`src/dmp_pkg.sv`:
```
package dmp_pkg;

  localparam int unsigned PACKET_BYTES_DEF = 512;
  localparam int unsigned NAME_CHARS_DEF   = 255;

  localparam logic [3:0] MAX_ANSWERS_RST = 4'd3;
  localparam int unsigned HDR_BYTES      = 12;
  localparam logic [7:0] STEP_LIMIT      = 8'd255;
  localparam logic [1:0] LABEL_PTR       = 2'b11;
  localparam logic [7:0] DOT_CHAR        = 8'h2E;
  localparam logic [15:0] TYPE_A         = 16'd1;
  localparam logic [15:0] IPV4_LEN       = 16'd4;
  localparam logic [3:0] QUES_FIX_BYTES  = 4'd4;
  localparam logic [3:0] ANS_FIX_BYTES   = 4'd10;

  typedef enum logic [3:0] {
    K_HDR        = 4'd0,
    K_CHAR       = 4'd1,
    K_QUES       = 4'd2,
    K_ANS        = 4'd3,
    K_ESHORTHDR  = 4'd4,
    K_EBADNAME   = 4'd5,
    K_ESHORTQ    = 4'd6,
    K_ESHORTA    = 4'd7,
    K_ESHORTRD   = 4'd8,
    K_DONE       = 4'd9
  } kind_e;

  typedef struct packed {
    logic       func;
    logic [7:0] data_byte;
    logic       last_byte;
  } in_req_t;

  typedef struct packed {
    kind_e        kind;
    logic [15:0]  msg_id;
    logic [15:0]  flags_word;
    logic [15:0]  question_count;
    logic [15:0]  answer_count;
    logic [7:0]   name_char;
    logic [15:0]  rr_type;
    logic [15:0]  rr_class;
    logic [31:0]  ttl;
    logic [15:0]  rdata_len;
    logic [13:0]  rdata_offset;
    logic [31:0]  ipv4_addr;
  } out_req_t;

endpackage

```
`src/dns_message_parser_core.sv`:
```
// DNS message parser. Load a message with func=0 requests (one byte each,
// last_byte on the final one); no result comes back for a load. Then each
// func=1 request after the load returns one parse item: the header, the
// question names one character at a time followed by a question item, then
// up to max_answers answers (name characters, then the answer item).
// Compression pointers are followed; malformed data ends the parse with an
// error item, and every later pull returns done. The message sits in a
// single-port-read RAM, so timing is set by its one read per cycle. A
// header, short-header or done item is registered straight from the
// request; a name character or dot is read through the name-walk states,
// and question and answer items also pass the fetch states for their fixed
// part and, for an answer with an IPv4 address, for that address. Label
// steps, pointer steps and labels skipped on a full name lengthen a pull.
// One request is in flight at a time and the next is accepted once the
// result has been taken.
module dns_message_parser_core import dmp_pkg::*; #(
  parameter int unsigned PACKET_BYTES = PACKET_BYTES_DEF,
  parameter int unsigned NAME_CHARS   = NAME_CHARS_DEF
) (
  input  logic       clk_i,
  input  logic       rst_ni,
  input  logic       cfg_we_i,
  input  logic [3:0] cfg_data_i,
  input  logic       in_valid_i,
  output logic       in_stall_o,
  input  in_req_t    in_req_i,
  output logic       out_valid_o,
  input  logic       out_stall_i,
  output out_req_t   out_req_o
);

  localparam int unsigned AW = $clog2(PACKET_BYTES);
  localparam int unsigned OW = $clog2(PACKET_BYTES + 1);
  localparam int unsigned CW = 17;   // room for offset + 16-bit length

  typedef enum logic [5:0] {
    PH_IDLE  = 6'b000001,
    PH_LOAD  = 6'b000010,
    PH_HDR   = 6'b000100,
    PH_QNAME = 6'b001000,
    PH_ANAME = 6'b010000,
    PH_DONE  = 6'b100000
  } phase_e;

  typedef enum logic [9:0] {
    S_IDLE = 10'b0000000001,  // waiting for a request
    S_WALK = 10'b0000000010,  // name walk decision
    S_LAB  = 10'b0000000100,  // label/pointer byte back from RAM
    S_PTR  = 10'b0000001000,  // pointer low byte back
    S_CHR  = 10'b0000010000,  // label character back
    S_REC  = 10'b0000100000,  // name done, check fixed part fits
    S_FREQ = 10'b0001000000,  // fetch: issue read
    S_FDAT = 10'b0010000000,  // fetch: capture byte
    S_ACHK = 10'b0100000000,  // rdata length check
    S_FIN  = 10'b1000000000   // deliver question/answer item
  } state_e;

  state_e      st_q, st_d;
  phase_e      ph_q, ph_d;
  logic [OW-1:0] len_q, len_d, off_q, off_d, res_q, res_d, rdoff_q, rdoff_d;
  logic        pt_q, pt_d, fip_q, fip_d, ov_q, ov_d;
  logic [7:0]  step_q, step_d, chars_q, chars_d;
  logic [5:0]  lr_q, lr_d, plo_q, plo_d;
  logic [15:0] rec_q, rec_d;
  logic [3:0]  maxa_q, maxa_d, cnt_q, cnt_d;
  logic [63:0] hdr_q, hdr_d;
  logic [79:0] acc_q, acc_d;
  logic [31:0] ip_q, ip_d;
  out_req_t    out_q, out_d;

  logic          ram_we;
  logic [OW-1:0] wlen;
  logic [7:0]    rdata;
  logic          in_acc;
  logic          nb;        // start a name walk
  phase_e        nb_ph;
  logic          go_ans;    // enter the answer section
  logic [15:0]   rec_inc;
  logic [13:0]   ptr;

  wire [15:0] hdr_id = hdr_q[63:48];
  wire [15:0] hdr_fl = hdr_q[47:32];
  wire [15:0] hdr_qd = hdr_q[31:16];
  wire [15:0] hdr_an = hdr_q[15:0];

  assign in_stall_o  = (st_q != S_IDLE) | ov_q;
  assign in_acc      = in_valid_i & ~in_stall_o;
  assign out_valid_o = ov_q;
  assign out_req_o   = out_q;
  assign wlen        = (ph_q != PH_LOAD) ? OW'(0) : len_q;
  assign rec_inc     = rec_q + 16'd1;
  assign ptr         = {plo_q, rdata};

  // The RAM is read at the current offset every cycle; states that need a
  // byte move the offset on and pick it up in the next state.
  dmp_ram #(.WIDTH(8), .DEPTH(PACKET_BYTES)) u_store (
    .clk_i   (clk_i),
    .we_i    (ram_we),
    .waddr_i (wlen[AW-1:0]),
    .wdata_i (in_req_i.data_byte),
    .raddr_i (off_q[AW-1:0]),
    .rdata_o (rdata)
  );

  always_comb begin
    st_d = st_q;  ph_d = ph_q;  len_d = len_q;  off_d = off_q;  res_d = res_q;
    rdoff_d = rdoff_q;  pt_d = pt_q;  fip_d = fip_q;  step_d = step_q;
    chars_d = chars_q;  lr_d = lr_q;  plo_d = plo_q;  rec_d = rec_q;
    maxa_d = maxa_q;  cnt_d = cnt_q;  hdr_d = hdr_q;  acc_d = acc_q;
    ip_d = ip_q;  out_d = out_q;  ov_d = ov_q;
    ram_we = 1'b0;  nb = 1'b0;  nb_ph = PH_QNAME;  go_ans = 1'b0;

    if (ov_q && !out_stall_i) begin
      ov_d = 1'b0;
    end
    if (cfg_we_i) begin
      maxa_d = cfg_data_i;
    end

    case (st_q)
      S_IDLE: begin
        if (in_acc && !in_req_i.func) begin
          // load: a byte outside a load session starts a new message
          if (CW'(wlen) < CW'(PACKET_BYTES)) begin
            ram_we = 1'b1;
            len_d  = wlen + OW'(1);
          end else begin
            len_d = wlen;
          end
          if (CW'(wlen) < CW'(8)) begin
            hdr_d[63 - 8 * wlen[2:0] -: 8] = in_req_i.data_byte;
          end
          ph_d = in_req_i.last_byte ? PH_HDR : PH_LOAD;
        end else if (in_acc) begin
          out_d = '0;
          case (ph_q)
            PH_DONE: begin
              out_d.kind = K_DONE;
              ov_d = 1'b1;
            end
            PH_HDR: begin
              ov_d = 1'b1;
              if (CW'(len_q) < CW'(HDR_BYTES)) begin
                out_d.kind = K_ESHORTHDR;
                ph_d = PH_DONE;
              end else begin
                out_d.kind           = K_HDR;
                out_d.msg_id         = hdr_id;
                out_d.flags_word     = hdr_fl;
                out_d.question_count = hdr_qd;
                out_d.answer_count   = hdr_an;
                off_d = OW'(HDR_BYTES);
                rec_d = '0;
                if (hdr_qd != 16'd0) begin
                  nb = 1'b1;
                  nb_ph = PH_QNAME;
                end else begin
                  go_ans = 1'b1;
                end
              end
            end
            PH_QNAME, PH_ANAME: st_d = S_WALK;
            default: ;  // pull with no complete message: nothing
          endcase
        end
      end

      S_WALK: begin
        if (lr_q != 6'd0) begin
          if (CW'(chars_q) < CW'(NAME_CHARS)) begin
            st_d = S_CHR;
          end else begin
            // name full: skip rest of label
            off_d = off_q + OW'(lr_q);
            lr_d  = '0;
          end
        end else if (CW'(off_q) >= CW'(len_q) || step_q >= STEP_LIMIT) begin
          if (pt_q) off_d = res_q;
          st_d = S_REC;
        end else begin
          step_d = step_q + 8'd1;
          off_d  = off_q + OW'(1);
          st_d   = S_LAB;
        end
      end

      S_LAB: begin
        if (rdata == 8'd0) begin
          if (pt_q) off_d = res_q;
          st_d = S_REC;
        end else if (rdata[7:6] == LABEL_PTR) begin
          if (CW'(off_q) >= CW'(len_q)) begin
            out_d = '0; out_d.kind = K_EBADNAME; ov_d = 1'b1;
            ph_d = PH_DONE; st_d = S_IDLE;
          end else begin
            plo_d = rdata[5:0];
            off_d = off_q + OW'(1);
            st_d  = S_PTR;
          end
        end else if (rdata[7:6] != 2'b00 ||
                     CW'(off_q) + CW'(rdata) > CW'(len_q)) begin
          out_d = '0; out_d.kind = K_EBADNAME; ov_d = 1'b1;
          ph_d = PH_DONE; st_d = S_IDLE;
        end else begin
          lr_d = rdata[5:0];
          if (chars_q != 8'd0 && CW'(chars_q) < CW'(NAME_CHARS)) begin
            out_d = '0; out_d.kind = K_CHAR; out_d.name_char = DOT_CHAR;
            ov_d = 1'b1; chars_d = chars_q + 8'd1; st_d = S_IDLE;
          end else begin
            st_d = S_WALK;
          end
        end
      end

      S_PTR: begin
        if (!pt_q) begin
          res_d = off_q;
          pt_d  = 1'b1;
        end
        if (CW'(ptr) >= CW'(len_q)) begin
          out_d = '0; out_d.kind = K_EBADNAME; ov_d = 1'b1;
          ph_d = PH_DONE; st_d = S_IDLE;
        end else begin
          off_d = OW'(ptr);
          st_d  = S_WALK;
        end
      end

      S_CHR: begin
        out_d = '0; out_d.kind = K_CHAR; out_d.name_char = rdata;
        ov_d = 1'b1;
        off_d = off_q + OW'(1);
        lr_d = lr_q - 6'd1;
        chars_d = chars_q + 8'd1;
        st_d = S_IDLE;
      end

      S_REC: begin
        fip_d = 1'b0;
        if (ph_q == PH_QNAME) begin
          if (CW'(off_q) + CW'(QUES_FIX_BYTES) > CW'(len_q)) begin
            out_d = '0; out_d.kind = K_ESHORTQ; ov_d = 1'b1;
            ph_d = PH_DONE; st_d = S_IDLE;
          end else begin
            cnt_d = QUES_FIX_BYTES; st_d = S_FREQ;
          end
        end else begin
          if (CW'(off_q) + CW'(ANS_FIX_BYTES) > CW'(len_q)) begin
            out_d = '0; out_d.kind = K_ESHORTA; ov_d = 1'b1;
            ph_d = PH_DONE; st_d = S_IDLE;
          end else begin
            cnt_d = ANS_FIX_BYTES; st_d = S_FREQ;
          end
        end
      end

      S_FREQ: begin
        off_d = off_q + OW'(1);
        cnt_d = cnt_q - 4'd1;
        st_d  = S_FDAT;
      end

      S_FDAT: begin
        if (fip_q) ip_d = {ip_q[23:0], rdata};
        else acc_d = {acc_q[71:0], rdata};
        if (cnt_q != 4'd0) st_d = S_FREQ;
        else if (!fip_q && ph_q == PH_ANAME) st_d = S_ACHK;
        else st_d = S_FIN;
      end

      S_ACHK: begin
        ip_d = '0;
        rdoff_d = off_q;
        if (CW'(off_q) + CW'(acc_q[15:0]) > CW'(len_q)) begin
          out_d = '0; out_d.kind = K_ESHORTRD; ov_d = 1'b1;
          ph_d = PH_DONE; st_d = S_IDLE;
        end else if (acc_q[79:64] == TYPE_A && acc_q[15:0] == IPV4_LEN) begin
          fip_d = 1'b1; cnt_d = 4'd4; st_d = S_FREQ;
        end else begin
          st_d = S_FIN;
        end
      end

      S_FIN: begin
        out_d = '0; ov_d = 1'b1; st_d = S_IDLE;
        rec_d = rec_inc;
        if (ph_q == PH_QNAME) begin
          out_d.kind     = K_QUES;
          out_d.rr_type  = acc_q[31:16];
          out_d.rr_class = acc_q[15:0];
          if (rec_inc < hdr_qd) begin
            nb = 1'b1; nb_ph = PH_QNAME;
          end else begin
            go_ans = 1'b1;
          end
        end else begin
          out_d.kind         = K_ANS;
          out_d.rr_type      = acc_q[79:64];
          out_d.rr_class     = acc_q[63:48];
          out_d.ttl          = acc_q[47:16];
          out_d.rdata_len    = acc_q[15:0];
          out_d.rdata_offset = 14'(rdoff_q);
          out_d.ipv4_addr    = ip_q;
          off_d = OW'(CW'(rdoff_q) + CW'(acc_q[15:0]));
          if (rec_inc < hdr_an && rec_inc < 16'(maxa_q)) begin
            nb = 1'b1; nb_ph = PH_ANAME;
          end else begin
            ph_d = PH_DONE;
          end
        end
      end

      default: st_d = S_IDLE;
    endcase

    if (go_ans) begin
      rec_d = '0;
      if (hdr_an != 16'd0 && maxa_q != 4'd0) begin
        nb = 1'b1; nb_ph = PH_ANAME;
      end else begin
        ph_d = PH_DONE;
      end
    end
    if (nb) begin
      ph_d = nb_ph; pt_d = 1'b0; step_d = '0; chars_d = '0; lr_d = '0;
    end
  end

  always_ff @(posedge clk_i or negedge rst_ni) begin
    if (!rst_ni) begin
      st_q <= S_IDLE;  ph_q <= PH_IDLE;  len_q <= '0;  off_q <= '0;
      res_q <= '0;  pt_q <= 1'b0;  step_q <= '0;  chars_q <= '0;
      lr_q <= '0;  rec_q <= '0;  maxa_q <= MAX_ANSWERS_RST;  ov_q <= 1'b0;
      fip_q <= 1'b0;  cnt_q <= '0;
    end else begin
      st_q <= st_d;  ph_q <= ph_d;  len_q <= len_d;  off_q <= off_d;
      res_q <= res_d;  pt_q <= pt_d;  step_q <= step_d;  chars_q <= chars_d;
      lr_q <= lr_d;  rec_q <= rec_d;  maxa_q <= maxa_d;  ov_q <= ov_d;
      fip_q <= fip_d;  cnt_q <= cnt_d;
    end
  end

  always_ff @(posedge clk_i) begin
    rdoff_q <= rdoff_d;  plo_q <= plo_d;  hdr_q <= hdr_d;
    acc_q <= acc_d;  ip_q <= ip_d;  out_q <= out_d;
  end

endmodule

```
`src/dmp_ram.sv`:
```
module dmp_ram #(
  parameter int unsigned WIDTH = 8,
  parameter int unsigned DEPTH = 512
) (
  input  logic                     clk_i,
  input  logic                     we_i,
  input  logic [$clog2(DEPTH)-1:0] waddr_i,
  input  logic [WIDTH-1:0]         wdata_i,
  input  logic [$clog2(DEPTH)-1:0] raddr_i,
  output logic [WIDTH-1:0]         rdata_o
);

  logic [WIDTH-1:0] mem_q [DEPTH];

  always_ff @(posedge clk_i) begin
    if (we_i) begin
      mem_q[waddr_i] <= wdata_i;
    end
    rdata_o <= mem_q[raddr_i];
  end

endmodule

```
`config.mk`:
```
export PLATFORM = sky130hd
export DESIGN_NAME = dns_message_parser_core
export DESIGN_NICKNAME = d
export VERILOG_FILES = /design/src/dmp_pkg.sv /design/src/dns_message_parser_core.sv /design/src/dmp_ram.sv
export SDC_FILE = /design/constraint.sdc
export NUM_CORES = 2
export LEC_CHECK = 0
export BUFFER_PORTS_ARGS = -buffer_cell sky130_fd_sc_hd__buf_4
export CORE_UTILIZATION = 40
export DETAILED_ROUTE_END_ITERATION = 10
export GPL_TIMING_DRIVEN = 0
export PLACE_DENSITY = 0.54
export REMOVE_ABC_BUFFERS = 1
export SETUP_SLACK_MARGIN = 0.15
export SLEW_MARGIN = 25
export SYNTH_ARGS = -nofsm -noshare
export SYNTH_HDL_FRONTEND = slang
export SYNTH_HIERARCHICAL = 1
export SYNTH_SLANG_ARGS = --single-unit
```
`constraint.sdc`:
```
create_clock -name clk_i -period 14.6 [get_ports clk_i]
set_input_delay 2.92 -clock clk_i [delete_from_list [all_inputs] [get_ports clk_i]]
set_output_delay 2.92 -clock clk_i [all_outputs]
set_load 0.05 [all_outputs]
```
==> flow_metrics.tcl <==
set metrics [dict create \
    status "complete, but fails checks" \
    failed_checks "DRC" \
    worstHoldPathType "reg2reg" \
    drt.antenna.violating_nets 0 \
    detail_route.wl_per_cell_um 28.9 \
    cap_violations 0 \
    synth_edf_count 4486 \
    finalNetCount 10600 \
    routed-via-count 98500 \
    drc 176 \
    timing.final.max_slew_violations 0 \
    setup_viol 0 \
    worst_setup_path_end_kind "flip-flop" \
    grt_pass1_wl_um 705000 \
    post_synthesis_async_set_or_reset_flop_share_pct 2.07 \
    yosys_warnings 6 \
    drt-vias-per-instance 5.80 \
    setup_slack_ps 8300 \
    cts-resized-gates 0 \
    dp.final_hpwl_um 317000 \
    ys_seq_area_share_pct 74.4 \
    static-leakage-power_nw 68.8 \
    clock_buffer_count_from_cts 465 \
    period_minus_slack_ps 6300 \
    htree_num_levels 5 \
    power-per-cell-area_nw_per_um2 182 \
    gp_routability_congestion 0.838 \
    cts_tree "done" \
    vdd_ir_drop_max_mv 0.119 \
    data_arrival_time_of_the_worst_path_ps 6910 \
    initial_antenna_violation_count 19 \
    timing.critical_path.required_ps 15200 \
    timing_hold_violations_final 0 \
    postLayoutCoreUtil_pct 46.1 \
    clk_lat_worst_skew_ps 1000 \
    post_synth_inst_count 10200 \
    syn_to_final_growth_pct 14.4 \
    cp-start-kind "primary input" \
    first_global_vias 98100 \
    totalWireLength_um 491000 \
    grt_use_total_pct 20.7 \
    grt.overflow.total 0 \
    drive_gt1_share_pct 17.1 \
    die_width_um 681 \
    netlist-cell-type-count 94 \
    pre_cts_slack_ps 7370 \
    synthesis_stage_register_bit_count 4589 \
    clockRootBuffer "sky130_fd_sc_hd__clkbuf_16" \
    std_cell_rows 248 \
    fp.coreArea_um2 458000 \
    worst_clock_skew_ps 49.7 \
    synth_ff_type "sky130_fd_sc_hd__edfxtp_1" \
    placement.io_buffers 218 \
    initial_standard_cell_utilization_of_the_core_pct 40.3 \
    cts.path.max_buffers 4 \
    io_pins 223 \
    cts.hold.buffers_added 0 \
    dr.first_iter.drc_count 10100 \
    grt_start_max_net_pins 113 \
    cts.clk_slew.worst_paths_ps 60 \
    critical_path_class "in2reg" \
    cts_setup_buffers 0 \
    clock_sink_count 4589 \
    layout_worst_path_cycle_share_pct 43.2 \
    die_h_um 681 \
    firstDrtPassIters 9 \
    max_freq_mhz 159 \
    setup-tns-final_ps 0 \
    worst_slew_pin_slew_ps 1200 \
    worst-path-max-fanout 16 \
    netlist_area_um2 184000 \
    slew-limit-headroom_pct 19.4 \
    die-area_um2 464000 \
    synth.avg_cell_area_um2 18.1 \
    grt_setup_unrepaired "no" \
]
state kept, by name, summed over array words and instances, names as in the netlist, 10 cells and up:
signal         flops
acc_q             80
hdr_q             64
ip_q              32
len_q             10
off_q             10
out_req_o        198
rdoff_q           10
rec_q             16
res_q             10
st_q              10
u_store/mem_q   4096
Yosys cell counts (91+ instances only):
cell	n	area (um2)
sky130_fd_sc_hd__mux2i_1	809	8100
sky130_fd_sc_hd__edfxtp_1	4486	135000
sky130_fd_sc_hd__and3_1	121	757
sky130_fd_sc_hd__clkbuf_1	344	1290
sky130_fd_sc_hd__ha_1	139	1740
sky130_fd_sc_hd__mux4_2	654	14700
sky130_fd_sc_hd__and2_1	97	607
sky130_fd_sc_hd__o221ai_1	377	3300
sky130_fd_sc_hd__a21oi_1	317	1590
sky130_fd_sc_hd__dfrtp_1	91	2280
sky130_fd_sc_hd__nor3_1	168	841
sky130_fd_sc_hd__nor2_1	774	2910
sky130_fd_sc_hd__nand3_1	93	465
sky130_fd_sc_hd__o21ai_0	188	941
sky130_fd_sc_hd__nand2_1	300	1130
sky130_fd_sc_hd__o22ai_1	167	1040
final timing paths:
kind                                      startpoint  slack, ps                         endpoint  cells past startpoint
worst max-delay path                      in_valid_i       8300  u_store/mem_q[251][1]$_DFFE_PP_                     11
worst min-delay path             acc_q[61]$_DFFE_PP_        440              acc_q[69]$_DFFE_PP_                      0
worst max register to register  off_q[2]$_DFFE_PN0P_       8580       u_store/rdata_o[4]$_DFF_P_                     11
worst min register to register   acc_q[61]$_DFFE_PP_        440              acc_q[69]$_DFFE_PP_                      0
max in group asynchronous                     rst_ni      11980              st_q[0]$_DFFE_PN1P_                      2
min in group asynchronous                     rst_ni       1910            out_valid_o$_DFF_PN0_                      1
stage by stage:
stage               cell area, um2  hold slack (ps)  instances  power [W]
floorplan                   181000              417       9576     0.0254
global placement            190000              429      15900     0.0278
detailed placement          196000              431      16100     0.0270
CTS                         211000              443      17000     0.0386
global route                211000              460      17000     0.0397
finish                      211000              444      17000     0.0384
cell type report:
type	instances	area [um2]
Inverter	92	355
Antenna cell	5	12.5
Clock inverter	285	2610
Timing Repair Buffer	430	6790
Fill cell	38400	247000
Sequential cell	4589	137000
Clock buffer	569	12200
Tap cell	6125	7660
Multi-Input combinational cell	4895	43900
placed cells by master (no fill, tap or decap), types with 75 or more instances in the layout:
| cell | instances |
|---|---|
| sky130_fd_sc_hd__a21oi_1 | 316 |
| sky130_fd_sc_hd__and2_1 | 94 |
| sky130_fd_sc_hd__and3_1 | 119 |
| sky130_fd_sc_hd__buf_16 | 140 |
| sky130_fd_sc_hd__buf_4 | 217 |
| sky130_fd_sc_hd__clkbuf_1 | 91 |
| sky130_fd_sc_hd__clkbuf_16 | 473 |
| sky130_fd_sc_hd__clkinv_1 | 122 |
| sky130_fd_sc_hd__clkinv_2 | 75 |
| sky130_fd_sc_hd__dfrtp_1 | 82 |
| sky130_fd_sc_hd__edfxtp_1 | 4486 |
| sky130_fd_sc_hd__ha_1 | 139 |
| sky130_fd_sc_hd__inv_1 | 87 |
| sky130_fd_sc_hd__mux2i_1 | 809 |
| sky130_fd_sc_hd__mux4_2 | 654 |
| sky130_fd_sc_hd__nand2_1 | 285 |
| sky130_fd_sc_hd__nand3_1 | 87 |
| sky130_fd_sc_hd__nor2_1 | 762 |
| sky130_fd_sc_hd__nor3_1 | 163 |
| sky130_fd_sc_hd__o21ai_0 | 178 |
| sky130_fd_sc_hd__o221ai_1 | 377 |
| sky130_fd_sc_hd__o22ai_1 | 167 |
report_power, final:
group	internal (W)	switching [W]
clock network	0.00665	0.00499
registers	0.0149	0.000332
logic	0.00438	0.00716
cell families (layout without fill, tap and decap cells):
group,Yosys count,in the layout,synth area share [%]
other,1,9,0.00203
AOI/OAI and AO/OA,1382,1382,5.16
xor gates and xnor gates,75,75,0.356
and+or+nand+nor,1815,1815,4.61
muxes,1476,1476,12.5
DFF,4589,4589,74.4
buffers and inverters,701,1376,2.00
adders and majority gates,143,143,0.987
layer usage:
| layer | wire, um | GRT usage [%] |
|---|---|---|
| met2 | 237000 | 34.0 |
| met3 | 35100 | 3.23 |
| met4 | 13200 | 5.53 |
| met1 | 206000 | 28.9 |
| met5 | 7 | 0 |
worst max-delay path, cell delays in order:
cell	delay, ps
sky130_fd_sc_hd__buf_4	90
sky130_fd_sc_hd__nand2b_1	90
sky130_fd_sc_hd__nor2_1	230
sky130_fd_sc_hd__nand2_1	280
sky130_fd_sc_hd__a21oi_1	580
sky130_fd_sc_hd__nand2_1	110
sky130_fd_sc_hd__nor2_1	590
sky130_fd_sc_hd__nand3_4	590
sky130_fd_sc_hd__buf_12	410
sky130_fd_sc_hd__buf_12	190
sky130_fd_sc_hd__nor2_1	700
Note: power is estimated with default switching activity, not from simulation.
